`src/rtl/stt_pkg.sv`:
```
// Types, codes and character-class helpers shared by the source text tokenizer.
package stt_pkg;

    localparam int POS_BITS = 16;         // internal offset width, 8..32
    localparam int OUT_POS_BITS = 16;     // reported offset width
    localparam int Q_DEPTH = 4;           // token queue depth, power of two, >= 2

    typedef logic [POS_BITS-1:0] pos_t;
    localparam pos_t POS_MAX = '1;

    // token kind codes as seen on the output
    typedef enum logic [3:0] {
        K_ERROR     = 4'd0,
        K_EOF       = 4'd1,
        K_NEWLINE   = 4'd2,
        K_LPAREN    = 4'd3,
        K_RPAREN    = 4'd4,
        K_LBRACKET  = 4'd5,
        K_RBRACKET  = 4'd6,
        K_LBRACE    = 4'd7,
        K_RBRACE    = 4'd8,
        K_COMMA     = 4'd9,
        K_SEMICOLON = 4'd10,
        K_LITERAL   = 4'd11,
        K_NUMBER    = 4'd12,
        K_SYMBOL    = 4'd13,
        K_OPCODE    = 4'd14
    } kind_t;

    // run token in progress
    typedef enum logic [2:0] {
        PK_NONE    = 3'd0,
        PK_LITERAL = 3'd1,
        PK_COMMENT = 3'd2,
        PK_NUMBER  = 3'd3,
        PK_SYMBOL  = 3'd4,
        PK_OPCODE  = 3'd5
    } pend_t;

    // byte classes
    typedef enum logic [4:0] {
        C_SPACE, C_LF, C_LPAREN, C_RPAREN, C_LBRACKET, C_RBRACKET,
        C_LBRACE, C_RBRACE, C_COMMA, C_SEMI, C_BSLASH, C_HASH,
        C_DIGIT, C_ALPHA, C_UNDER, C_OPCH, C_OTHER
    } cls_t;

    localparam logic [7:0] CH_TAB      = 8'h09;
    localparam logic [7:0] CH_LF       = 8'h0A;
    localparam logic [7:0] CH_SPACE    = 8'h20;
    localparam logic [7:0] CH_HASH     = 8'h23;
    localparam logic [7:0] CH_LPAREN   = 8'h28;
    localparam logic [7:0] CH_RPAREN   = 8'h29;
    localparam logic [7:0] CH_COMMA    = 8'h2C;
    localparam logic [7:0] CH_SEMI     = 8'h3B;
    localparam logic [7:0] CH_LBRACKET = 8'h5B;
    localparam logic [7:0] CH_BSLASH   = 8'h5C;
    localparam logic [7:0] CH_RBRACKET = 8'h5D;
    localparam logic [7:0] CH_UNDER    = 8'h5F;
    localparam logic [7:0] CH_LBRACE   = 8'h7B;
    localparam logic [7:0] CH_RBRACE   = 8'h7D;

    typedef struct packed {
        logic [7:0] ch;
        logic       is_end;
    } char_beat_t;

    typedef struct packed {
        kind_t                   kind;
        logic [OUT_POS_BITS-1:0] begin_pos;
        logic [OUT_POS_BITS-1:0] end_pos;
        logic                    last;
    } tok_t;

    // tokens produced by one accepted byte, oldest first
    typedef struct packed {
        logic [1:0] count;
        tok_t       first;
        tok_t       second;
    } push_t;

    function automatic cls_t classify(input logic [7:0] ch);
        cls_t c;
        unique case (ch) inside
            CH_SPACE, CH_TAB: c = C_SPACE;
            CH_LF:            c = C_LF;
            CH_LPAREN:        c = C_LPAREN;
            CH_RPAREN:        c = C_RPAREN;
            CH_LBRACKET:      c = C_LBRACKET;
            CH_RBRACKET:      c = C_RBRACKET;
            CH_LBRACE:        c = C_LBRACE;
            CH_RBRACE:        c = C_RBRACE;
            CH_COMMA:         c = C_COMMA;
            CH_SEMI:          c = C_SEMI;
            CH_BSLASH:        c = C_BSLASH;
            CH_HASH:          c = C_HASH;
            CH_UNDER:         c = C_UNDER;
            [8'h30:8'h39]:    c = C_DIGIT;
            [8'h41:8'h5A], [8'h61:8'h7A]: c = C_ALPHA;
            // ! " $ % & ' * + - . / : < = > ? @ ^ ` | ~
            8'h21, 8'h22, 8'h24, 8'h25, 8'h26, 8'h27, 8'h2A, 8'h2B, 8'h2D,
            8'h2E, 8'h2F, 8'h3A, 8'h3C, 8'h3D, 8'h3E, 8'h3F, 8'h40, 8'h5E,
            8'h60, 8'h7C, 8'h7E: c = C_OPCH;
            default:          c = C_OTHER;
        endcase
        return c;
    endfunction

    function automatic logic continues(input pend_t pk, input cls_t c);
        logic r;
        case (pk)
            PK_LITERAL: r = (c == C_DIGIT) || (c == C_ALPHA);
            PK_COMMENT: r = (c != C_LF);
            PK_NUMBER:  r = (c == C_DIGIT);
            PK_SYMBOL:  r = (c == C_DIGIT) || (c == C_ALPHA) || (c == C_UNDER);
            PK_OPCODE:  r = (c == C_OPCH);
            default:    r = 1'b0;
        endcase
        return r;
    endfunction

    function automatic pend_t run_start(input cls_t c);
        pend_t r;
        case (c)
            C_BSLASH:        r = PK_LITERAL;
            C_HASH:          r = PK_COMMENT;
            C_DIGIT:         r = PK_NUMBER;
            C_ALPHA, C_UNDER: r = PK_SYMBOL;
            C_OPCH:          r = PK_OPCODE;
            default:         r = PK_NONE;
        endcase
        return r;
    endfunction

    // one-byte token kind; valid only where is_single is true
    function automatic kind_t single_kind(input cls_t c);
        kind_t r;
        case (c)
            C_LF:       r = K_NEWLINE;
            C_LPAREN:   r = K_LPAREN;
            C_RPAREN:   r = K_RPAREN;
            C_LBRACKET: r = K_LBRACKET;
            C_RBRACKET: r = K_RBRACKET;
            C_LBRACE:   r = K_LBRACE;
            C_RBRACE:   r = K_RBRACE;
            C_COMMA:    r = K_COMMA;
            C_SEMI:     r = K_SEMICOLON;
            default:    r = K_ERROR;
        endcase
        return r;
    endfunction

    function automatic logic is_single(input cls_t c);
        return (c != C_SPACE) && (run_start(c) == PK_NONE);
    endfunction

    function automatic kind_t pend_kind(input pend_t pk);
        kind_t r;
        case (pk)
            PK_LITERAL: r = K_LITERAL;
            PK_COMMENT: r = K_NEWLINE;
            PK_NUMBER:  r = K_NUMBER;
            PK_SYMBOL:  r = K_SYMBOL;
            default:    r = K_OPCODE;
        endcase
        return r;
    endfunction

    function automatic pos_t sat_inc(input pos_t p);
        return (p == POS_MAX) ? p : pos_t'(p + pos_t'(1));
    endfunction

    // low bits of an offset, zero-extended if the offset is narrower
    function automatic logic [OUT_POS_BITS-1:0] out_pos(input pos_t p);
        logic [POS_BITS+OUT_POS_BITS-1:0] w;
        w = {{OUT_POS_BITS{1'b0}}, p};
        return w[OUT_POS_BITS-1:0];
    endfunction

endpackage

```
`src/rtl/stt_lexer.sv`:
```
// Tokenizer state (pending run, start and current offsets) and per-byte token logic.
module stt_lexer import stt_pkg::*;
(
    input  logic       clk,
    input  logic       rst_n,
    input  logic       accept,
    input  char_beat_t beat,
    output push_t      push
);

    pend_t pend_reg, pend_next;
    pos_t  start_reg, start_next;
    pos_t  pos_reg, pos_next;

    cls_t  cls;
    pos_t  pos_inc;
    logic  has_pend;
    logic  single;
    tok_t  flush_tok;
    tok_t  eof_tok;
    tok_t  single_tok;

    always_comb
    begin
        cls      = classify(beat.ch);
        pos_inc  = sat_inc(pos_reg);
        has_pend = (pend_reg != PK_NONE);
        single   = is_single(cls);

        flush_tok  = '{kind: pend_kind(pend_reg), begin_pos: out_pos(start_reg),
                       end_pos: out_pos(pos_reg), last: 1'b0};
        eof_tok    = '{kind: K_EOF, begin_pos: out_pos(pos_reg),
                       end_pos: out_pos(pos_reg), last: 1'b1};
        single_tok = '{kind: single_kind(cls), begin_pos: out_pos(pos_reg),
                       end_pos: out_pos(pos_inc), last: 1'b1};

        pend_next   = pend_reg;
        start_next  = start_reg;
        pos_next    = pos_reg;
        push.count  = 2'd0;
        push.first  = flush_tok;
        push.second = eof_tok;

        if (accept)
        begin
            if (beat.is_end)
            begin
                // flush, eof, then offsets restart at zero
                if (has_pend)
                begin
                    push.count = 2'd2;
                end
                else
                begin
                    push.count = 2'd1;
                    push.first = eof_tok;
                end
                pend_next  = PK_NONE;
                start_next = '0;
                pos_next   = '0;
            end
            else if (continues(pend_reg, cls))
            begin
                pos_next = pos_inc;
            end
            else
            begin
                pend_next = run_start(cls);
                if (pend_next != PK_NONE)
                begin
                    start_next = pos_reg;
                end
                pos_next = pos_inc;
                if (has_pend && single)
                begin
                    push.count  = 2'd2;
                    push.second = single_tok;
                end
                else if (has_pend)
                begin
                    push.count      = 2'd1;
                    push.first.last = 1'b1;
                end
                else if (single)
                begin
                    push.count = 2'd1;
                    push.first = single_tok;
                end
            end
        end
    end

    always_ff @(posedge clk or negedge rst_n)
    begin
        if (!rst_n)
        begin
            pend_reg  <= PK_NONE;
            start_reg <= '0;
            pos_reg   <= '0;
        end
        else
        begin
            pend_reg  <= pend_next;
            start_reg <= start_next;
            pos_reg   <= pos_next;
        end
    end

endmodule

```
`src/rtl/stt_outq.sv`:
```
// Token queue: takes up to two tokens a cycle, hands out one per output beat.
module stt_outq import stt_pkg::*;
(
    input  logic  clk,
    input  logic  rst_n,
    input  push_t push,
    output logic  room,
    output logic  tok_valid,
    input  logic  tok_ready,
    output tok_t  tok_beat
);

    localparam int PTR_W = $clog2(Q_DEPTH);
    localparam int CNT_W = $clog2(Q_DEPTH + 1);

    tok_t             q_mem [Q_DEPTH];
    logic [PTR_W-1:0] wr_ptr_reg, wr_ptr_next;
    logic [PTR_W-1:0] rd_ptr_reg, rd_ptr_next;
    logic [CNT_W-1:0] cnt_reg, cnt_next;
    logic [PTR_W-1:0] wr_ptr_second;
    logic             pop;

    assign tok_valid     = (cnt_reg != '0);
    assign tok_beat      = q_mem[rd_ptr_reg];
    assign pop           = tok_valid && tok_ready;
    // need space for a worst-case two-token byte
    assign room          = (cnt_reg <= CNT_W'(Q_DEPTH - 2));
    assign wr_ptr_second = wr_ptr_reg + PTR_W'(1);

    always_comb
    begin
        wr_ptr_next = wr_ptr_reg + PTR_W'(push.count);
        rd_ptr_next = rd_ptr_reg + PTR_W'(pop);
        cnt_next    = cnt_reg + CNT_W'(push.count) - CNT_W'(pop);
    end

    always_ff @(posedge clk)
    begin
        if (push.count != 2'd0)
        begin
            q_mem[wr_ptr_reg] <= push.first;
        end
        if (push.count == 2'd2)
        begin
            q_mem[wr_ptr_second] <= push.second;
        end
    end

    always_ff @(posedge clk or negedge rst_n)
    begin
        if (!rst_n)
        begin
            wr_ptr_reg <= '0;
            rd_ptr_reg <= '0;
            cnt_reg    <= '0;
        end
        else
        begin
            wr_ptr_reg <= wr_ptr_next;
            rd_ptr_reg <= rd_ptr_next;
            cnt_reg    <= cnt_next;
        end
    end

endmodule

```
`src/rtl/source_text_tokenizer_top.sv`:
```
// Top level of the streaming source text tokenizer.
//
// Source bytes arrive one per beat on the char channel; a beat with is_end set
// closes the text. Each token leaves on the tok channel as kind, begin and end
// offset, with last set on the final token that a given input beat caused.
// Run tokens (number, symbol, literal, comment, opcode) are reported on the
// beat that ends them, so a byte can cause up to two tokens (the finished run
// plus a one-byte token, or the flushed run plus eof). The block takes one
// byte per cycle: the per-byte work is a single pass of classification and
// state update, and tokens land the next cycle in a 4-entry queue that feeds
// the output. char_ready is low while fewer than two queue slots are free, so
// a stream of bytes that each cause at most one token runs at one beat per
// cycle, while a byte that causes two tokens takes two output beats to drain.
// Offsets saturate at 65535; after the end beat they restart at zero. No
// clearing pass or warm-up follows reset.
module source_text_tokenizer_top import stt_pkg::*;
(
    input  logic       clk,
    input  logic       rst_n,
    input  logic       char_valid,
    output logic       char_ready,
    input  char_beat_t char_beat,
    output logic       tok_valid,
    input  logic       tok_ready,
    output tok_t       tok_beat
);

    logic  accept;
    logic  room;
    push_t push;

    assign char_ready = room;
    assign accept     = char_valid && char_ready;

    // pending-token state and token generation
    stt_lexer u_lexer (
        .clk    (clk),
        .rst_n  (rst_n),
        .accept (accept),
        .beat   (char_beat),
        .push   (push)
    );

    // output queue decouples a stalled consumer from the byte stream
    stt_outq u_outq (
        .clk       (clk),
        .rst_n     (rst_n),
        .push      (push),
        .room      (room),
        .tok_valid (tok_valid),
        .tok_ready (tok_ready),
        .tok_beat  (tok_beat)
    );

endmodule

```
`config.mk`:
```
export PLATFORM = sky130hd
export DESIGN_NAME = source_text_tokenizer_top
export DESIGN_NICKNAME = d
export VERILOG_FILES = /design/src/rtl/stt_pkg.sv /design/src/rtl/stt_lexer.sv /design/src/rtl/stt_outq.sv /design/src/rtl/source_text_tokenizer_top.sv
export SDC_FILE = /design/constraint.sdc
export NUM_CORES = 1
export LEC_CHECK = 0
export BUFFER_PORTS_ARGS = -buffer_cell sky130_fd_sc_hd__buf_2
export CORE_MARGIN = 1.5
export CORE_UTILIZATION = 35
export DETAILED_ROUTE_END_ITERATION = 8
export PLACE_DENSITY_LB_ADDON = 0.12
export REMOVE_ABC_BUFFERS = 1
export SLEW_MARGIN = 15
export SYNTH_ARGS = -nofsm -noshare
export SYNTH_HDL_FRONTEND = slang
export SYNTH_SLANG_ARGS = --single-unit
```
`constraint.sdc`:
```
create_clock -name clk -period 10.34 [get_ports clk]
set_clock_uncertainty 0.15 [all_clocks]
set_input_delay 2.068 -clock clk [delete_from_list [all_inputs] [get_ports clk]]
set_output_delay 2.068 -clock clk [all_outputs]
set_load 0.01 [all_outputs]
```
==> key figures, run 1 <==
Run status
  – Status: completed

Drt
  – DRC violation count after routing: 0
  – Initial DRT Pass Iterations: 5
  – Total via count in the routed design: between 8000 and 9000
  – Post-detailed-route via-to-cell ratio: around 6.1
  – DRC marker count from the first detailed-route iteration: around 700
  – Routed Wire Length: roughly 33000 um
  – Average routed wire per standard cell: between 20 and 25 um
  – Final antenna-violating net count: 0

Yosys
  – Average cell area after synthesis: approximately 11 sq um
  – Distinct cell type count of the synthesized netlist: 90
  – Prevailing post-synth register cell: edfxtp_1
  – Fraction of registers with async set or reset after synthesis: between 20% and 30%
  – Post-synth EDFFs: around 140
  – Cell count after synthesis: between 900 and 1000
  – FF+latch count, synth: 190
  – Mapped cell area: between 10000 and 15000 sq um
  – Count of warnings emitted by yosys: 0
  – Share of synthesized area occupied by flip-flops and latches: about half

Clocking
  – H-tree depth: 4
  – Sink count of the clock tree: between 150 and 200
  – Clock tree root driver cell: clkbuf_16
  – Count of instances resized after the clock tree is built: 0
  – Maximum count of clock buffers along a single path: 2
  – Clock tree from TritonCTS: done
  – Setup Buffers After CTS: 0
  – Clk Latency, worst-skew pair: 0.44 ns
  – CTS clk-pin slew, worst paths: ~0.08 ns
  – Num CTS Buffers: 17
  – Number of hold buffers added after cts: 0

Final layout
  – Area overhead of the layout relative to synthesis: 10.8%
  – Fraction of layout instances using a drive strength above 1: between 10% and 20%
  – Largest register FFs: 148
  – Number of diodes added for antenna fixing: 0
  – Number of nets in the layout: approximately 990
  – Highest-count cells in the layout ignoring fill and taps: edfxtp_1, a22o_1, nand2_1, o21ai_0, buf_2
  – Commonest non-fill, non-tap cell in the layout: edfxtp_1

Timing
  – Max transition margin: between 20% and 30%
  – Final min period: roughly 7.8 ns
  – RSZ-0062 raised after global routing: no
  – Sum of negative setup slack: 0 ns
  – Count of endpoints failing setup in the final report: 0
  – Transition at the pin with the smallest max-transition slack: between 1 and 1.5 ns
  – Final worst path period share: 75.5%
  – Hold Violations, Final: 0
  – Achievable frequency: between 0.1 and 0.15 GHz
  – Number of max-slew violations in the final report: 0

Worst setup path
  – Type of destination of the critical path: register
  – Worst EP required: between 10 and 15 ns
  – Kind of critical path: in2reg
  – Crit path to: u_outq.q_mem[2][1]
  – Worst Path Max Fanout: 31
  – Capture point of the worst reg-to-reg path: u_outq.q_mem[1][3]
  – Worst path max stage delay: just under 0.7 ns
  – Startpoint of the worst-slack reg-to-reg timing path: u_outq.cnt_reg[1]
  – Setup crit start kind: input port
  – Crit-path most repeated cell: nor3_1
  – Worst reg2reg path depth: 11
  – Critical-path top delay cell: a21oi_2
  – Slack of the worst reg-to-reg path: approximately 5.9 ns
  – Arrival time reported for the critical path endpoint: 7.84 ns
  – Crit path launch: char_beat[5]
  – Cell Chain, Critical Path: buf_2, o21ai_0, a21oi_1, o2111ai_2, o311ai_0, nor3_1, inv_1, ha_1, or2_2, nor3_1, a22o_1, ha_1, nor2_1, nor3_1, a32o_1, a21oi_2, o21ai_4, buf_4, a21o_1, mux2_2

Power and ir drop
  – Leakage dissipation: roughly 4.2 nW
  – Power per unit of standard cell area: 263 nW/um^2
  – Post-layout total power: 3.19 mW
  – Worst VDD drop: ~0.14 mV

Die
  – Std-Cell Rows: 64
  – Total die area: 32300 sq um
  – I/O pin count: 52
  – Vertical die dimension: 180 um
  – Die X-Extent: 180 um
  – Initial core utilization: a little over a third
  – Core area: 30700 sq um

Placed design
  – RePlAce Congestion: ~0.86
  – Detailed-placement wirelength estimate: between 20000 and 25000 um
  – IO Port Bufs: 51

Global routing
  – Via count of the first global-routing pass: 8089
  – Tot GR Track Use: between 20% and 30%
  – Number of antenna violations at the first check in global routing: 0
  – Maximum number of pins on one net before global-route repair: 43
  – Total global routing overflow: 0
  – Wire length of the first global-routing pass: between 50000 and 60000 um

Min path
  – Min-delay worst type: reg2reg

Run
  – Max-cap check violation count: 0
-- logic make-up (layout without fill, tap and decap cells) --
family / count (synthesis) / in the layout / synth area share [%]
AO/OA/AOI/OAI: 347 / 347 / 23.7
XOR/XNOR: 15 / 15 / 1.20
adder cells (fa/ha/maj): 11 / 11 / 1.33
buffers and inverters: 101 / 119 / 3.91
flip-flops: 190 / 190 / 49.9
multiplexers: 45 / 45 / 8.52
AND/OR/NAND/NOR: 247 / 247 / 11.4
-- through the flow --
stage               setup slack, ns  hold slack (ns)  utilization, %  std cells  area [sq um]
finish                         2.53            0.345            39.5       1370         12100
global route                   2.14            0.356            39.5       1370         12100
detailed placement             2.16            0.328            37.5       1339         11500
floorplan                      3.07            0.297               -        871         10600
global placement               2.31            0.326            37.5       1339         11500
CTS                            2.60            0.338            39.5       1370         12100
-- critical path: cells and delay by family --
family / cells / cell delay [ns]
AOI/OAI and AO/OA: 9 / 2.62
adders and majority gates: 2 / 0.58
buffers and inverters: 3 / 0.75
muxes: 1 / 0.27
and+or+nand+nor: 5 / 1.55
-- metal layers --
metal / part of all wire [%] / GRT usage, %
met1: 44 / 27.4
met2: 48 / 33.2
met3: 5.6 / 3.22
met4: 2.1 / 6.50
met5: 0 / 0
-- worst min path at each step --
| stage | start | to | slack, ns | cells past startpoint |
|---|---|---|---|---|
| 2_1_floorplan | u_outq.q_mem[3][0] | u_outq.q_mem[3][0] | 0.30 | 2 |
| 3_3_place_gp | u_outq.q_mem[3][0] | u_outq.q_mem[3][0] | 0.33 | 2 |
| 3_5_place_dp | u_outq.q_mem[3][0] | u_outq.q_mem[3][0] | 0.33 | 2 |
| 4_1_cts | u_outq.q_mem[3][0] | u_outq.q_mem[3][0] | 0.34 | 2 |
| 5_1_grt | u_outq.cnt_reg[2] | u_outq.cnt_reg[2] | 0.36 | 1 |
| 6_report | u_outq.cnt_reg[2] | u_outq.cnt_reg[2] | 0.35 | 1 |
-- synth_stat cells, types with 6 or more instances --
cell type,number,share of area [%]
nor2_1,51,1.7
buf_2,28,1.3
inv_1,15,0.51
a21oi_1,36,1.6
dfrtp_1,42,9.6
nor3_1,20,0.91
a211oi_1,7,0.48
clkbuf_1,48,1.6
xnor2_1,9,0.72
o21ai_0,61,2.8
nor2b_1,9,0.51
nand3_1,21,0.96
buf_1,6,0.21
a22o_1,86,6.9
edfxtp_1,144,40
mux4_2,37,7.6
o31ai_1,27,1.9
ha_1,10,1.1
nand2_1,76,2.6
a22oi_1,29,2.0
and2_1,16,0.91
nand2b_1,10,0.57
xor2_1,6,0.48
o22ai_1,36,2.1
-- power by group --
| part | switching [mW] | internal [mW] |
|---|---|---|
| registers | 0.105 | 1.04 |
| logic | 0.849 | 0.474 |
| clock network | 0.309 | 0.411 |
-- final cells by class --
type                       instances  area (sq um)
fill                            2993         18500
tap                              396           495
clock buffer                      18           429
sequential                       190          5460
inverter                          16          62.6
multi-input combinational        665          5070
timing repair buffer              72           413
clock inverter                    13           199
No activity file was read; power rests on OpenSTA's default activity.
==> run 2, diff against run 1 <==
clock period = 6.9 ns   (was 10.34 ns; I/O delays follow)
==> run 2 against run 1 <==
Net effect: via count decreased by 0.71%; sequential power increased by 55%; die area unchanged.
==> key figures, run 2 (synthesis results as in run 1) <==
Placed design
  – IO Port Bufs: 51 (unchanged)
  – Post-DP Area: 11600 sq um (+0.96%)
  – RePlAce Congestion: 0.827 (-4.2%)
  – Place WS: 0.279 ns (-1.88 ns)
  – Detailed-placement wirelength estimate: 21500 um (+0.23%)

Clocking
  – Setup Buffers After CTS: 0 (unchanged)
  – CTS clk-pin slew, worst paths: 0.08 ns (about the same)
  – Maximum count of clock buffers along a single path: 2 (unchanged)
  – Count of instances resized after the clock tree is built: 0 (unchanged)
  – Number of hold buffers added after cts: 0 (unchanged)
  – Clock tree from TritonCTS: done
  – Num CTS Buffers: 17 (unchanged)
  – Clock tree root driver cell: clkbuf_16
  – Sink count of the clock tree: 190 (unchanged)
  – H-tree depth: 4 (unchanged)
  – Clk Latency, worst-skew pair: 0.44 ns (about the same)

Final layout
  – Number of nets in the layout: 1001 (+1.5%)
  – Final cell area excluding filler cells: 12200 sq um (+0.72%)
  – Fraction of layout instances using a drive strength above 1: 20.2% (+1.1 points)
  – Highest-count cells in the layout ignoring fill and taps: edfxtp_1, a22o_1, nand2_1, o21ai_0
  – Area used by multi-input combinational logic: 5070 sq um (about the same)
  – Area overhead of the layout relative to synthesis: 11.6%
  – Largest register FFs: 148 (unchanged)
  – Commonest non-fill, non-tap cell in the layout: edfxtp_1
  – Number of diodes added for antenna fixing: 0 (unchanged)
  – Filler Cells Inserted: 2980 (-0.43%)
  – Register area: 5460 sq um (unchanged)

Die
  – Core area: 30700 sq um (unchanged)
  – Initial core utilization: 35.7% (unchanged)
  – Total die area: 32300 sq um (unchanged)
  – Std-Cell Rows: 64 (unchanged)
  – Die X-Extent: 180 um (unchanged)
  – I/O pin count: 52 (unchanged)
  – Vertical die dimension: 180 um (unchanged)

Worst setup path
  – Worst Path Max Fanout: 19 (-39%)
  – Buf/Inv on CP: 4 (+1)
  – Type of destination of the critical path: register
  – Cell family with most CP delay: compound AO/OA/AOI/OAI gates
  – Kind of critical path: in2reg
  – Setup crit start kind: input port
  – Cell count along the critical path: 17 (-15%)
  – Worst EP required: 6.87 ns (-3.50 ns)
  – Critical-path top delay cell: o31ai_4
  – Arrival time reported for the critical path endpoint: 6.16 ns (-1.68 ns)
  – Worst path max stage delay: 0.80 ns (+0.11 ns)
  – Cell Chain, Critical Path: buf_2, and3b_1, o21ai_0, o2111ai_2, o311ai_0, nor3_1, inv_1, ha_1, or2_2, nor3_1, a22o_1, ha_1, nand2_1, o21ai_4, inv_4, o31ai_4, buf_4
  – Worst reg2reg path depth: 9 (-2)

Global routing
  – Number of antenna violations at the first check in global routing: 0 (unchanged)
  – Total global routing overflow: 0 (unchanged)
  – Wire length of the first global-routing pass: 50500 um (+0.95%)
  – Tot GR Track Use: 20.4% (+0.19 points)
  – Maximum number of pins on one net before global-route repair: 43 (unchanged)
  – Via count of the first global-routing pass: 8221 (+1.6%)

Power and ir drop
  – Worst VDD drop: 0.227 mV (+66%)
  – Post-layout total power: 4.78 mW (+50%)
  – Leakage dissipation: 4.26 nW (+1.6%)
  – Power per unit of standard cell area: 391 nW/um^2 (+49%)

Drt
  – Routed Wire Length: 32500 um (-0.31%)
  – DRC marker count from the first detailed-route iteration: 666 (-5.1%)
  – Total via count in the routed design: 8242 (-0.71%)
  – Initial DRT Pass Iterations: 5 (unchanged)
  – Average routed wire per standard cell: 23.5 um (-1.5%)
  – Post-detailed-route via-to-cell ratio: 5.95 (-1.9%)
  – Final antenna-violating net count: 0 (unchanged)
  – DRC violation count after routing: 0 (unchanged)

Min path
  – Worst hold stages: 2 (+1)
  – Min-delay worst type: reg2reg

Run
  – Max-cap check violation count: 0 (unchanged)

Timing
  – Count of endpoints failing setup in the final report: 0 (unchanged)
  – Achievable frequency: between 0.15 and 0.2 GHz
  – Sum of negative setup slack: 0 ns (unchanged)
  – Post-layout worst setup margin: 0.712 ns (-1.82 ns)
  – Max transition margin: 33.1% (+13 points)
  – Final min period: between 6 and 7 ns
  – Hold Violations, Final: 0 (unchanged)
  – RSZ-0062 raised after global routing: no
  – Final worst path period share: 89.7%
  – Number of max-slew violations in the final report: 0 (unchanged)
  – Transition at the pin with the smallest max-transition slack: 1.00 ns (-0.194 ns)

Run status
  – Status: completed
==> run 2: cell types whose count changed in the layout (fill, tap and decap cells not counted) <==
cell	previous run	this run
buf_4	21	36
bufinv_16	4	3
clkbuf_1	1	2
clkbuf_8	0	1
clkinv_2	0	2
clkinv_4	1	2
inv_6	5	3
inv_8	2	1
nor2_1	50	51
nor2_2	2	1
==> run 2: path summary, 6_finish.rpt <==
kind / slack [ns] / start / to
worst max-delay path: 0.71 / char_beat[2] / u_outq.q_mem[3][18]
worst min-delay path: 0.33 / u_outq.q_mem[3][0] / u_outq.q_mem[3][0]
worst max register to register: 2.53 / u_lexer.pos_reg[0] / u_outq.q_mem[1][9]
worst min register to register: 0.33 / u_outq.q_mem[3][0] / u_outq.q_mem[3][0]
max in group asynchronous: 5.24 / rst_n / u_outq.rd_ptr_reg[0]
min in group asynchronous: 0.90 / rst_n / u_outq.cnt_reg[1]
==> run 2: power by group <==
group / switching [mW] / internal (mW)
clock network: 0.456 / 0.585
logic: 1.22 / 0.741
registers: 0.226 / 1.56
==> run 2: cell type report <==
| type | count | area share [%] |
|---|---|---|
| clock buffers | 20 | 3.66 |
| multi-input cells | 665 | 41.5 |
| inverters | 16 | 0.512 |
| flip-flops and latches | 190 | 44.7 |
| well taps | 396 | 4.06 |
| repair buffers | 87 | 4.30 |
| clock inverters | 12 | 1.30 |
==> run 2: metal layers <==
layer	GRT usage [%]	part of all wire (%)	vias up
met4	7.73	2.0	0
met1	28.0	46	4128
met3	2.88	4.6	49
met5	0	0	-
met2	32.8	48	243
li1	-	-	3822
==> run 2: worst reg2reg max path: cells and delay by family (launching register included) <==
kind	cells	cell delay, ns
compound gates	1	0.19
xor+xnor	1	0.31
flops	1	0.66
simple gates	6	2.29
fa+ha+maj	1	0.50
==> run 2: through the flow <==
| step | util, % | hold WS [ns] | std cells |
|---|---|---|---|
| 6_report | 39.8 | 0.334 | 1386 |
| 3_5_place_dp | 37.9 | 0.327 | 1354 |
| 5_1_grt | 39.8 | 0.359 | 1386 |
| 2_1_floorplan | - | 0.297 | 871 |
| 3_3_place_gp | 37.9 | 0.318 | 1354 |
| 4_1_cts | 39.8 | 0.338 | 1386 |
